File: src/hw/rtl/gmmp_pkg.sv
// gmmp_pkg: widths, limits and shared types of the gold mine max path core
// no dependencies
package gmmp_pkg;

   localparam int MAX_ROWS = 64;
   localparam int ROW_W    = $clog2(MAX_ROWS);
   localparam int SIZE_W   = ROW_W + 1;
   localparam int GOLD_W   = 16;
   localparam int SUM_W    = 23;
   localparam int OUT_W    = 22;
   localparam int CFG_W    = 7;

   typedef logic [GOLD_W-1:0] gold_type;
   typedef logic [SUM_W-1:0]  sum_type;
   typedef logic [OUT_W-1:0]  best_type;
   typedef logic [CFG_W-1:0]  grid_type;
   typedef logic [ROW_W-1:0]  row_type;
   typedef logic [SIZE_W-1:0] size_type;

   localparam sum_type  SUM_LIMIT  = '1;
   localparam best_type OUT_LIMIT  = '1;
   localparam grid_type GRID_RESET = CFG_W'(4);

   typedef struct packed {
      logic shift;
      logic insert;
   } cell_ctrl_type;

   typedef struct packed {
      logic    shift;
      row_type tail;
   } chain_ctrl_type;

endpackage

File: src/hw/rtl/gmmp_channels.sv
// gmmp channel interfaces: gold beats in, best total out, grid size writes
// depends on gmmp_pkg
interface gmmp_req_if;
   logic               valid;
   logic               ready;
   gmmp_pkg::gold_type gold;
   modport source(output valid, output gold, input ready);
   modport sink(input valid, input gold, output ready);
endinterface

interface gmmp_rsp_if;
   logic               valid;
   logic               ready;
   gmmp_pkg::best_type best_total;
   modport source(output valid, output best_total, input ready);
   modport sink(input valid, input best_total, output ready);
endinterface

interface gmmp_csr_if;
   logic               valid;
   logic               ready;
   gmmp_pkg::grid_type grid_size;
   modport source(output valid, output grid_size, input ready);
   modport sink(input valid, input grid_size, output ready);
endinterface

File: src/hw/rtl/gmmp_cell.sv
// gmmp_cell: one row's path sum, shifted toward the head of the chain
// depends on gmmp_pkg
module gmmp_cell (
   input  logic                    clock,
   input  gmmp_pkg::cell_ctrl_type ctrl,
   input  gmmp_pkg::sum_type       from_next,
   input  gmmp_pkg::sum_type       new_sum,
   output gmmp_pkg::sum_type       sum
);
   import gmmp_pkg::*;

   sum_type sum_ff;
   sum_type sum_in;

   always_comb begin
      sum_in = ctrl.insert ? new_sum : from_next;
   end

   always_ff @(posedge clock) begin
      if (ctrl.shift) begin
         sum_ff <= sum_in;
      end
   end

   assign sum = sum_ff;

endmodule

File: src/hw/rtl/gmmp_chain.sv
// gmmp_chain: row of cells holding the previous column's sums in row order
// depends on gmmp_pkg and gmmp_cell
module gmmp_chain (
   input  logic                     clock,
   input  gmmp_pkg::chain_ctrl_type ctrl,
   input  gmmp_pkg::sum_type        new_sum,
   output gmmp_pkg::sum_type        head_sum,
   output gmmp_pkg::sum_type        next_sum
);
   import gmmp_pkg::*;

   sum_type sums [MAX_ROWS];

   for (genvar i = 0; i < MAX_ROWS; i++) begin : g_cell
      cell_ctrl_type cell_ctrl;
      sum_type       from_next;

      assign cell_ctrl.shift  = ctrl.shift;
      assign cell_ctrl.insert = (ctrl.tail == ROW_W'(i));

      if (i == MAX_ROWS - 1) begin : g_tail
         assign from_next = new_sum;
      end else begin : g_body
         assign from_next = sums[i+1];
      end

      gmmp_cell u_cell (
         .clock     (clock),
         .ctrl      (cell_ctrl),
         .from_next (from_next),
         .new_sum   (new_sum),
         .sum       (sums[i])
      );
   end

   assign head_sum = sums[0];
   assign next_sum = sums[1];

endmodule

File: src/hw/rtl/gold_mine_max_path_core.sv
// gold_mine_max_path_core: streamed gold mine max path over a square grid
// depends on gmmp_pkg, gmmp_channels and gmmp_chain
// best total is shown in the cycle after the grid's last gold beat is taken
// throughput: one gold beat per cycle while ready is high; a grid of n by n takes n*n beats
// the last beat of a grid waits only while the previous best total is still held
// reset: grid size 4, position and running best cleared, cell chain left as is
module gold_mine_max_path_core (
   input  logic       clock,
   input  logic       reset,
   gmmp_req_if.sink   req_bus,
   gmmp_rsp_if.source rsp_bus,
   gmmp_csr_if.sink   csr_bus
);
   import gmmp_pkg::*;

   grid_type grid_size_ff;
   row_type  row_ff, row_in;
   row_type  col_ff, col_in;
   sum_type  held_ff, held_in;
   sum_type  best_ff, best_in;
   logic     rsp_valid_ff, rsp_valid_in;
   best_type rsp_data_ff, rsp_data_in;

   size_type       size;
   size_type       size_m1;
   logic           last_row;
   logic           last_col;
   logic           first_col;
   logic           grid_last;
   logic           req_accept;
   logic           csr_accept;
   sum_type        head_sum;
   sum_type        next_sum;
   sum_type        up_sum;
   sum_type        down_sum;
   sum_type        max_a;
   sum_type        prior;
   logic [SUM_W:0] total_wide;
   sum_type        total;
   sum_type        best_next;
   best_type       best_out;
   chain_ctrl_type chain_ctrl;

   always_comb begin
      if (grid_size_ff == '0) begin
         size = SIZE_W'(1);
      end else if (32'(grid_size_ff) > MAX_ROWS) begin
         size = SIZE_W'(MAX_ROWS);
      end else begin
         size = SIZE_W'(grid_size_ff);
      end
   end

   assign size_m1   = size - SIZE_W'(1);
   assign last_row  = (row_ff == size_m1[ROW_W-1:0]);
   assign last_col  = (col_ff == size_m1[ROW_W-1:0]);
   assign first_col = (col_ff == '0);
   assign grid_last = last_row && last_col;

   assign req_bus.ready = !(rsp_valid_ff && !rsp_bus.ready && grid_last);
   assign csr_bus.ready = 1'b1;
   assign req_accept    = req_bus.valid && req_bus.ready;
   assign csr_accept    = csr_bus.valid && csr_bus.ready;

   assign chain_ctrl.shift = req_accept;
   assign chain_ctrl.tail  = size_m1[ROW_W-1:0];

   gmmp_chain u_chain (
      .clock    (clock),
      .ctrl     (chain_ctrl),
      .new_sum  (total),
      .head_sum (head_sum),
      .next_sum (next_sum)
   );

   always_comb begin
      up_sum   = (row_ff != '0) ? held_ff : '0;
      down_sum = last_row ? '0 : next_sum;
      max_a    = (up_sum >= head_sum) ? up_sum : head_sum;
      prior    = first_col ? '0 : ((max_a >= down_sum) ? max_a : down_sum);
      total_wide = {1'b0, prior} + (SUM_W+1)'(req_bus.gold);
      total    = total_wide[SUM_W] ? SUM_LIMIT : total_wide[SUM_W-1:0];
      best_next = (best_ff >= total) ? best_ff : total;
      best_out = (best_next > SUM_W'(OUT_LIMIT)) ? OUT_LIMIT : best_next[OUT_W-1:0];
   end

   always_comb begin
      row_in       = row_ff;
      col_in       = col_ff;
      held_in      = held_ff;
      best_in      = best_ff;
      rsp_valid_in = rsp_valid_ff && !rsp_bus.ready;
      rsp_data_in  = rsp_data_ff;
      if (csr_accept) begin
         row_in  = '0;
         col_in  = '0;
         held_in = '0;
         best_in = '0;
      end else if (req_accept) begin
         held_in = first_col ? '0 : head_sum;
         best_in = best_next;
         row_in  = last_row ? '0 : row_ff + ROW_W'(1);
         if (last_row) begin
            col_in = last_col ? '0 : col_ff + ROW_W'(1);
         end
         if (grid_last) begin
            held_in      = '0;
            best_in      = '0;
            rsp_valid_in = 1'b1;
            rsp_data_in  = best_out;
         end
      end
   end

   always_ff @(posedge clock) begin
      if (reset) begin
         grid_size_ff <= GRID_RESET;
         row_ff       <= '0;
         col_ff       <= '0;
         held_ff      <= '0;
         best_ff      <= '0;
         rsp_valid_ff <= 1'b0;
      end else begin
         if (csr_accept) begin
            grid_size_ff <= csr_bus.grid_size;
         end
         row_ff       <= row_in;
         col_ff       <= col_in;
         held_ff      <= held_in;
         best_ff      <= best_in;
         rsp_valid_ff <= rsp_valid_in;
      end
   end

   always_ff @(posedge clock) begin
      rsp_data_ff <= rsp_data_in;
   end

   assign rsp_bus.valid      = rsp_valid_ff;
   assign rsp_bus.best_total = rsp_data_ff;

   a_pos_in_grid: assert property (@(posedge clock) disable iff (reset)
      (32'(row_ff) < 32'(size)) && (32'(col_ff) < 32'(size)))
      else $error("position outside grid");

   a_last_beat_shows: assert property (@(posedge clock) disable iff (reset)
      req_accept && grid_last && !csr_accept |=> rsp_valid_ff)
      else $error("last beat of grid gave no result");

   a_rsp_held: assert property (@(posedge clock) disable iff (reset)
      $fell(rsp_valid_ff) |-> $past(rsp_bus.ready))
      else $error("result dropped before taken");

   a_best_grows: assert property (@(posedge clock) disable iff (reset)
      req_accept && !grid_last && !csr_accept |=> best_ff >= $past(total))
      else $error("running best below a path sum");

endmodule
File: src/flat_wrapper.sv
// flat-port wrapper written by rule: the top's interface ports become plain ports
module gold_mine_max_path_core_flat import gmmp_pkg::*;
  (clock, reset, req_bus_valid, req_bus_gold, req_bus_ready, rsp_bus_valid, rsp_bus_best_total, rsp_bus_ready, csr_bus_valid, csr_bus_grid_size, csr_bus_ready);
  gmmp_req_if req_bus_i ();
  gmmp_rsp_if rsp_bus_i ();
  gmmp_csr_if csr_bus_i ();
  input  logic clock;
  input  logic reset;
  input wire logic [$bits(req_bus_i.valid)-1:0] req_bus_valid;
  input wire logic [$bits(req_bus_i.gold)-1:0] req_bus_gold;
  output wire logic [$bits(req_bus_i.ready)-1:0] req_bus_ready;
  output wire logic [$bits(rsp_bus_i.valid)-1:0] rsp_bus_valid;
  output wire logic [$bits(rsp_bus_i.best_total)-1:0] rsp_bus_best_total;
  input wire logic [$bits(rsp_bus_i.ready)-1:0] rsp_bus_ready;
  input wire logic [$bits(csr_bus_i.valid)-1:0] csr_bus_valid;
  input wire logic [$bits(csr_bus_i.grid_size)-1:0] csr_bus_grid_size;
  output wire logic [$bits(csr_bus_i.ready)-1:0] csr_bus_ready;
  assign req_bus_i.valid = req_bus_valid;
  assign req_bus_i.gold = req_bus_gold;
  assign req_bus_ready = req_bus_i.ready;
  assign rsp_bus_valid = rsp_bus_i.valid;
  assign rsp_bus_best_total = rsp_bus_i.best_total;
  assign rsp_bus_i.ready = rsp_bus_ready;
  assign csr_bus_i.valid = csr_bus_valid;
  assign csr_bus_i.grid_size = csr_bus_grid_size;
  assign csr_bus_ready = csr_bus_i.ready;
  gold_mine_max_path_core u_core (.clock(clock), .reset(reset), .req_bus(req_bus_i), .rsp_bus(rsp_bus_i), .csr_bus(csr_bus_i));
endmodule
File: config.mk
export PLATFORM = sky130hd
export DESIGN_NAME = gold_mine_max_path_core_flat
export DESIGN_NICKNAME = d
export VERILOG_FILES = /design/src/hw/rtl/gmmp_pkg.sv /design/src/hw/rtl/gmmp_channels.sv /design/src/hw/rtl/gmmp_cell.sv /design/src/hw/rtl/gmmp_chain.sv /design/src/hw/rtl/gold_mine_max_path_core.sv /design/src/flat_wrapper.sv
export SDC_FILE = /design/constraint.sdc
export NUM_CORES = 2
export LEC_CHECK = 0
export ABC_AREA = 1
export BUFFER_PORTS_ARGS = -buffer_cell sky130_fd_sc_hd__clkbuf_2
export CAP_MARGIN = 20
export CORE_UTILIZATION = 35
export CTS_BUF_LIST = sky130_fd_sc_hd__clkbuf_8
export CTS_CLUSTER_DIAMETER = 30
export CTS_CLUSTER_SIZE = 30
export DETAILED_ROUTE_END_ITERATION = 8
export HOLD_SLACK_MARGIN = 0.06
export SYNTH_ARGS = -nofsm -noshare
export SYNTH_HDL_FRONTEND = slang
export SYNTH_HIERARCHICAL = 1
export SYNTH_SLANG_ARGS = --single-unit
File: constraint.sdc
create_clock -name clock -period 66.4 [get_ports clock]
set_clock_uncertainty 0.15 [all_clocks]
set_input_delay 9.96 -clock clock [delete_from_list [all_inputs] [get_ports clock]]
set_output_delay 9.96 -clock clock [all_outputs]
set_load 0.01 [all_outputs]
# Yosys cells after proc, flatten, opt, wreduce, memory -nomap -nowiden
# Cells that the tools add are included.
classes:
  reduce_logical: 13
  muxes: 80
  bitwise_logic: 1
  eq_ne: 64
  order_cmp: 5
  add_sub_neg: 4
ops:
  columns: ["op", "count"]
  rows:
  - ["23-bit 2-to-1 mux", 73]
  - ["6-bit equality test (second input constant)", 31]
  - ["6-bit by 5-bit equality test with 1-bit output (second input constant)", 16]
  - ["23-bit greater-or-equal comparator", 3]
  - ["6-bit by 4-bit equality test with 1-bit output (second input constant)", 8]
  - ["23-bit by 16-bit adder with 24-bit output", 1]
  - ["6-bit by 3-bit equality test with 1-bit output (second input constant)", 4]
  - ["6-bit 2-to-1 mux", 4]
  - ["23-bit by 22-bit > comparator with 1-bit output (second input constant)", 1]
  - ["6-bit by 1-bit adder with 6-bit output (second input constant)", 2]
  - ["6-bit by 2-bit equality test with 1-bit output (second input constant)", 2]
  - ["6-bit equality test", 2]
  - ["6-bit logical NOT", 2]
  - ["7-bit > comparator (second input constant)", 1]
  - ["7-bit logical NOT", 1]
  - ["6-bit by 1-bit equality test with 1-bit output (second input constant)", 1]
  - ["6-bit nonzero test", 1]
  - ["6-bit by 1-bit subtractor with 6-bit output (second input constant)", 1]
  - ["1-bit logical AND", 4]
  - ["1-bit 2-to-1 mux", 3]
  - ["3-bit AND reduction", 1]
  - ["1-bit logical NOT", 2]
  - ["2-bit AND reduction", 1]
  - ["2-bit OR reduction", 1]
  - ["1-bit NOT", 1]
totals:
  ff_bits: 1560
  elab_cells: 238
  inputBits: 28
  out_inout_bits: 25

# Longest topological paths before layout
depth:
  ltp_word: 14
  depth_mapped: 63
  mapped_depth_nobuf: 58

# Modules after synthesis
# Netlist, hierarchy kept.
by_module_without_submodules:
  columns: ["mod", "cells_each", "n_inst", "area_each_um2", "seq_area_each_um2"]
  rows:
  - ["gmmp_cell", 97, 64, 991.0, 690.7]
  - ["gold_mine_max_path_core", 1209, 1, 7683.6, 1981.9]
  - ["gmmp_chain", 104, 1, 412.9, 0.0]

# Least setup slack after synthesis
# OpenSTA, ideal clock, no wires.
synth_timing:
  kind: "in2reg"
  start: "input port rsp_bus_ready"
  end: "register u_core.u_chain.g_cell[0].u_cell.sum_ff[0], enable pin"
  setup_time_ns: 2.407
  setup_slack_ns: 13.696
  arrival_time_ns: 50.147
  required_ns: 63.843
  path_buffers: 1
  stages: 5
  path_cell_list: "nor2_1 > nand2_1 > nand2_1 > inv_1 > clkbuf_1"
synth_between:
  elab_chain_len: 5
synth_lines:
  columns: ["element", "line_no", "text"]
  rows:
  - ["start: declaration", "flat_wrapper.sv:14", "input wire logic [$bits(rsp_bus_i.ready)-1:0] rsp_bus_ready;"]
  - ["1-bit logical NOT", "gold_mine_max_path_core.sv:60", "assign req_bus.ready = !(rsp_valid_ff && !rsp_bus.ready && grid_last);"]
  - ["1-bit logical AND (2 in a row)", "gold_mine_max_path_core.sv:60", null]
  - ["1-bit logical NOT", "gold_mine_max_path_core.sv:60", null]
  - ["net req_bus_ready", "flat_wrapper.sv:11", "output wire logic [$bits(req_bus_i.ready)-1:0] req_bus_ready;"]
  - ["1-bit logical AND", "gold_mine_max_path_core.sv:62", "assign req_accept = req_bus.valid && req_bus.ready;"]
  - ["net u_core.req_accept", "gold_mine_max_path_core.sv:30", "logic req_accept;"]
  - ["end signal: assignment", "gmmp_cell.sv:21", "sum_ff <= sum_in;"]
  - ["end: declaration", "gmmp_cell.sv:12", "sum_type sum_ff;"]
# The timed path passes the listed nets, and every way through them passes these cells.
# A chain may end at the register's enable or synchronous reset.

# Final worst setup path
layout_timing:
  start: "input port rsp_bus_ready"
  end: "output port req_bus_ready"
layout_between:
  elab_chain_len: 4
layout_lines:
  columns: ["element", "line_no"]
  rows:
  - ["1-bit logical NOT", "gold_mine_max_path_core.sv:60"]
  - ["1-bit logical AND (2 in a row)", "gold_mine_max_path_core.sv:60"]
  - ["1-bit logical NOT", "gold_mine_max_path_core.sv:60"]
  - ["end: declaration", "flat_wrapper.sv:11"]
# No other way between the ends.

==> summary.txt <==
GRT
  – Initial antenna violation count: 3
  – GR Layer Usage met3: 3.74%
  – Largest net degree at the start of global routing: 205
  – Vias in the first global route: 48900
  – Met2 Usage GRT: 25.5%
  – GRT Overall Usage: 15.9%
  – Grt peak-use layer: met2
  – First-pass GRT wire length: 264 mm
  – Routing usage on met1: 21.0%
  – Total grt overflow: 0

Synthesis
  – Post-synthesis xor/xnor area fraction: 0.171%
  – Mapped Area: 71500 sq um
  – Post-synthesis adder-cell area fraction: 1.59%
  – Synth top area share: 62.7%
  – Post-synthesis compound-gate area fraction: 1.48%
  – Largest family of logic cells by synthesized area: simple AND/OR/NAND/NOR gates
  – Post-synthesis mux area share: 0%
  – Yosys warnings: 6
  – Synth area leaders: edfxtp_1 (63%), nand2_1 (25%), buf_6 (2.1%)
  – Syn Area/Cell: 9.51 sq um
  – Post-synthesis sequential area ratio: 64.6%
  – Register bit count reported by yosys: 1560
  – Syn Inst Count: 7521
  – Syn Nets: 7639
  – Synth unique cells: 42
  – Simple-Gate Fraction of Synth Area: 27.2%
  – Synth area leader: edfxtp_1

Critical path
  – CP Capture Type: output port
  – Crit path cell chain: clkbuf_2, nor2_1, nand2_1, clkbuf_2
  – Max FO, Critical Path: 2
  – Critical Path AT: 10.50 ns
  – CP peak stage delay: 0.18 ns
  – Reg2Reg Depth: 54
  – CP bufs+invs: 2
  – CP required: 56.29 ns
  – CP Launch Type: input pin
  – Most frequent CP cell: clkbuf_2
  – Slowest cell on the critical path: clkbuf_2
  – Critical path depth: 4
  – WS Path Type: in -> out
  – Cell family with most CP delay: simple AND/OR/NAND/NOR gates

Power
  – Switching power: 678 uW
  – Sw Share: 25.1%
  – Internal power: 2.02 mW
  – Worst ir drop on vdd: 0.0336 mV
  – Sequential Power Share: 44.6%
  – Leak: 35.9 nW
  – Comb power frac: 10.1%
  – Clock share of power: 45.3%
  – Power Dens Cells: 33.1 nW/um^2

Outcome
  – Failing checks: design-rule violations
  – Status: complete, but fails checks

Flow run
  – Max-cap violations: 0

Clock network
  – CTS Buffer Depth: 4
  – Worst-Skew Late Latency: 1.07 ns
  – Num CTS Buffers: 373
  – Root Driver: clkbuf_8
  – Clk sink count: 1560
  – TritonCTS clock tree: built
  – H-tree depth: 5
  – Post_cts resized: 0
  – Post-CTS setup buffers: 0
  – Reg clk slew, reported paths: 0.06 ns
  – CTS Hold Bufs: 0

Floorplan
  – Row cnt: 165
  – Ports: 53
  – Die width: 454 um
  – CORE AREA: 203000 sq um
  – Die Y-Extent: 454 um
  – Die area: 206000 sq um
  – Initial Util: 35.3%

Timing
  – Slew of the pin with the lowest slew margin: 1.39 ns
  – Fin crit share: 31.0%
  – RSZ-0062 raised after global routing: false
  – Worst setup margin: 45.79 ns
  – Max-slew violation count: 0
  – F_max: 0.0485 GHz
  – Fin crit period: 20.61 ns
  – Hold Fails Final Rpt: 0
  – Setup TNS: 0 ns
  – Slew margin rel.: 7.09%
  – Final Setup Violations: 0

Cells and area
  – Area Growth Syn to Fin: 14.2%
  – Register area: 46200 sq um
  – Fillers: 19400
  – Multi-input gate area: 21900 sq um
  – Share of layout cells above drive strength 1: 10.4%
  – Final #Nets: 7873

Placement
  – HPWL Detailed: 96.3 mm
  – Dpl ws: 45.78 ns
  – RD Place Congestion: 0.860
  – # port buffers: 51

Detailed routing
  – DRT Wirelength: 166 mm
  – Wire per inst: 15.5 um
  – Via count: 50300
  – Residual DRC: 1
  – Drt first pass iters: 7
  – Post-DRT Antenna Nets: 0
  – Post-DR vias/cell: 4.69
  – DR iter-0 viols: 4401

Min path
  – Hold depth: 2
  – Worst min path class: reg -> reg
-- registers in the layout, summed over array words and instances (netlist names) --
| register | cells |
|---|---|
| u_core/u_chain/g_cell.u_cell/sum | 1472 |
| u_core/grid_size_ff | 7 |
| u_core/col_ff | 6 |
| u_core/held_ff | 23 |
| u_core/row_ff | 6 |
| u_core/rsp_bus.valid | 1 |
| u_core/rsp_bus.best_total | 22 |
| u_core/best_ff | 23 |
-- path summary, 6_finish.rpt --
check / start / endpoint / slack [ns]
max: rsp_bus_ready / req_bus_ready / 45.79
min: u_core/u_chain/g_cell[16].u_cell/sum[22] / u_core/u_chain/g_cell[15].u_cell/sum[22] / 0.27
max reg2reg: u_core/grid_size_ff[3] / u_core/rsp_bus.best_total[9] / 53.81
min reg2reg: u_core/u_chain/g_cell[16].u_cell/sum[22] / u_core/u_chain/g_cell[15].u_cell/sum[22] / 0.27
-- power groups by stage --
stage / sequential [mW] / combinational, mW / clock [mW]
floorplan: 1.29 / 0.211 / 0
global placement: 1.22 / 0.267 / 0
detailed placement: 1.22 / 0.271 / 0
CTS: 1.20 / 0.273 / 1.25
global route: 1.21 / 0.313 / 1.30
finish: 1.20 / 0.273 / 1.22
-- tightest hold or removal path, stage by stage (launching register included) --
cell      delay (ns)
edfxtp_1        0.31
nand2_1         0.05
nand2_1         0.05
-- area by class of cell --
type | count | share of cell area, %
inverter | 246 | 1.17
antenna | 3 | 0.00919
timing repair buffer | 159 | 1.48
tap | 2672 | 4.09
multi-input combinational | 5415 | 26.8
clock inverter | 266 | 3.33
sequential | 1560 | 56.6
clock buffer | 391 | 6.59
-- layer usage --
layer,share of wire [%],vias to the layer above,wire [um]
li1,-,24800,-
met1,45,23700,74400
met2,46,1495,76400
met3,7.0,320,11600
met4,2.4,4,3990
met5,0.013,-,22
-- cell usage in the layout (no fill, tap or decap), types with 3 or more instances in the layout --
cell type and count:
nand3_1 101, bufinv_16 56, nand3_4 3, xor2_1 9, clkinv_2 80, clkbuf_2 51, inv_2 67, o21a_1 3
inv_1 209, nand2_2 7, dfxtp_1 66, ha_1 89, buf_16 4, buf_4 98, clkinv_1 60, o21ai_1 3
clkbuf_8 391, clkinv_4 8, nor2_1 142, or2_2 7, xnor2_1 5, a21oi_1 120, o21ai_0 60, edfxtp_1 1494
nor3_1 10, diode_2 3, buf_12 3, buf_8 3, a211oi_1 3, nor2_2 14, clkinvlp_4 23, inv_6 7
a21o_1 4, nand4_1 17, nand2_1 4795
-- cell usage after synthesis (all sizes together) --
cell / count
o211ai: 1
xnor2: 5
clkinv: 1
nor4: 1
inv: 245
a211oi: 3
nand3b: 1
o21bai: 1
a21o: 4
nand2: 4804
xor2: 9
or2: 8
dfxtp: 66
nor3b: 2
nor3: 11
a31oi: 3
o221ai: 1
o21ai: 64
nand4: 18
fa: 1
conb: 1
ha: 89
o21a: 3
and3: 2
edfxtp: 1494
buf: 277
nor2: 156
a21oi: 120
clkbuf: 23
nand3: 105
a21boi: 2
-- through the flow --
stage	total power, mW	hold slack (ns)	utilization, %	instance area [sq um]	instances
2_1_floorplan	1.50	0.295	-	71500	7521
3_3_place_gp	1.49	0.302	36.2	73400	10000
3_5_place_dp	1.49	0.305	36.2	73400	10000
4_1_cts	2.73	0.265	40.2	81500	10700
5_1_grt	2.82	0.300	40.3	81600	10700
6_report	2.70	0.272	40.3	81600	10700
-- cell families (layout without fill, tap and decap cells) --
logic type | count (synthesis) | count (layout)
compound gates | 202 | 202
simple gates | 5108 | 5108
other cells | 1 | 4
flops | 1560 | 1560
fa+ha+maj | 90 | 90
buf+inv | 546 | 1062
xor+xnor | 14 | 14
No activity file was read; power rests on OpenSTA's default activity.
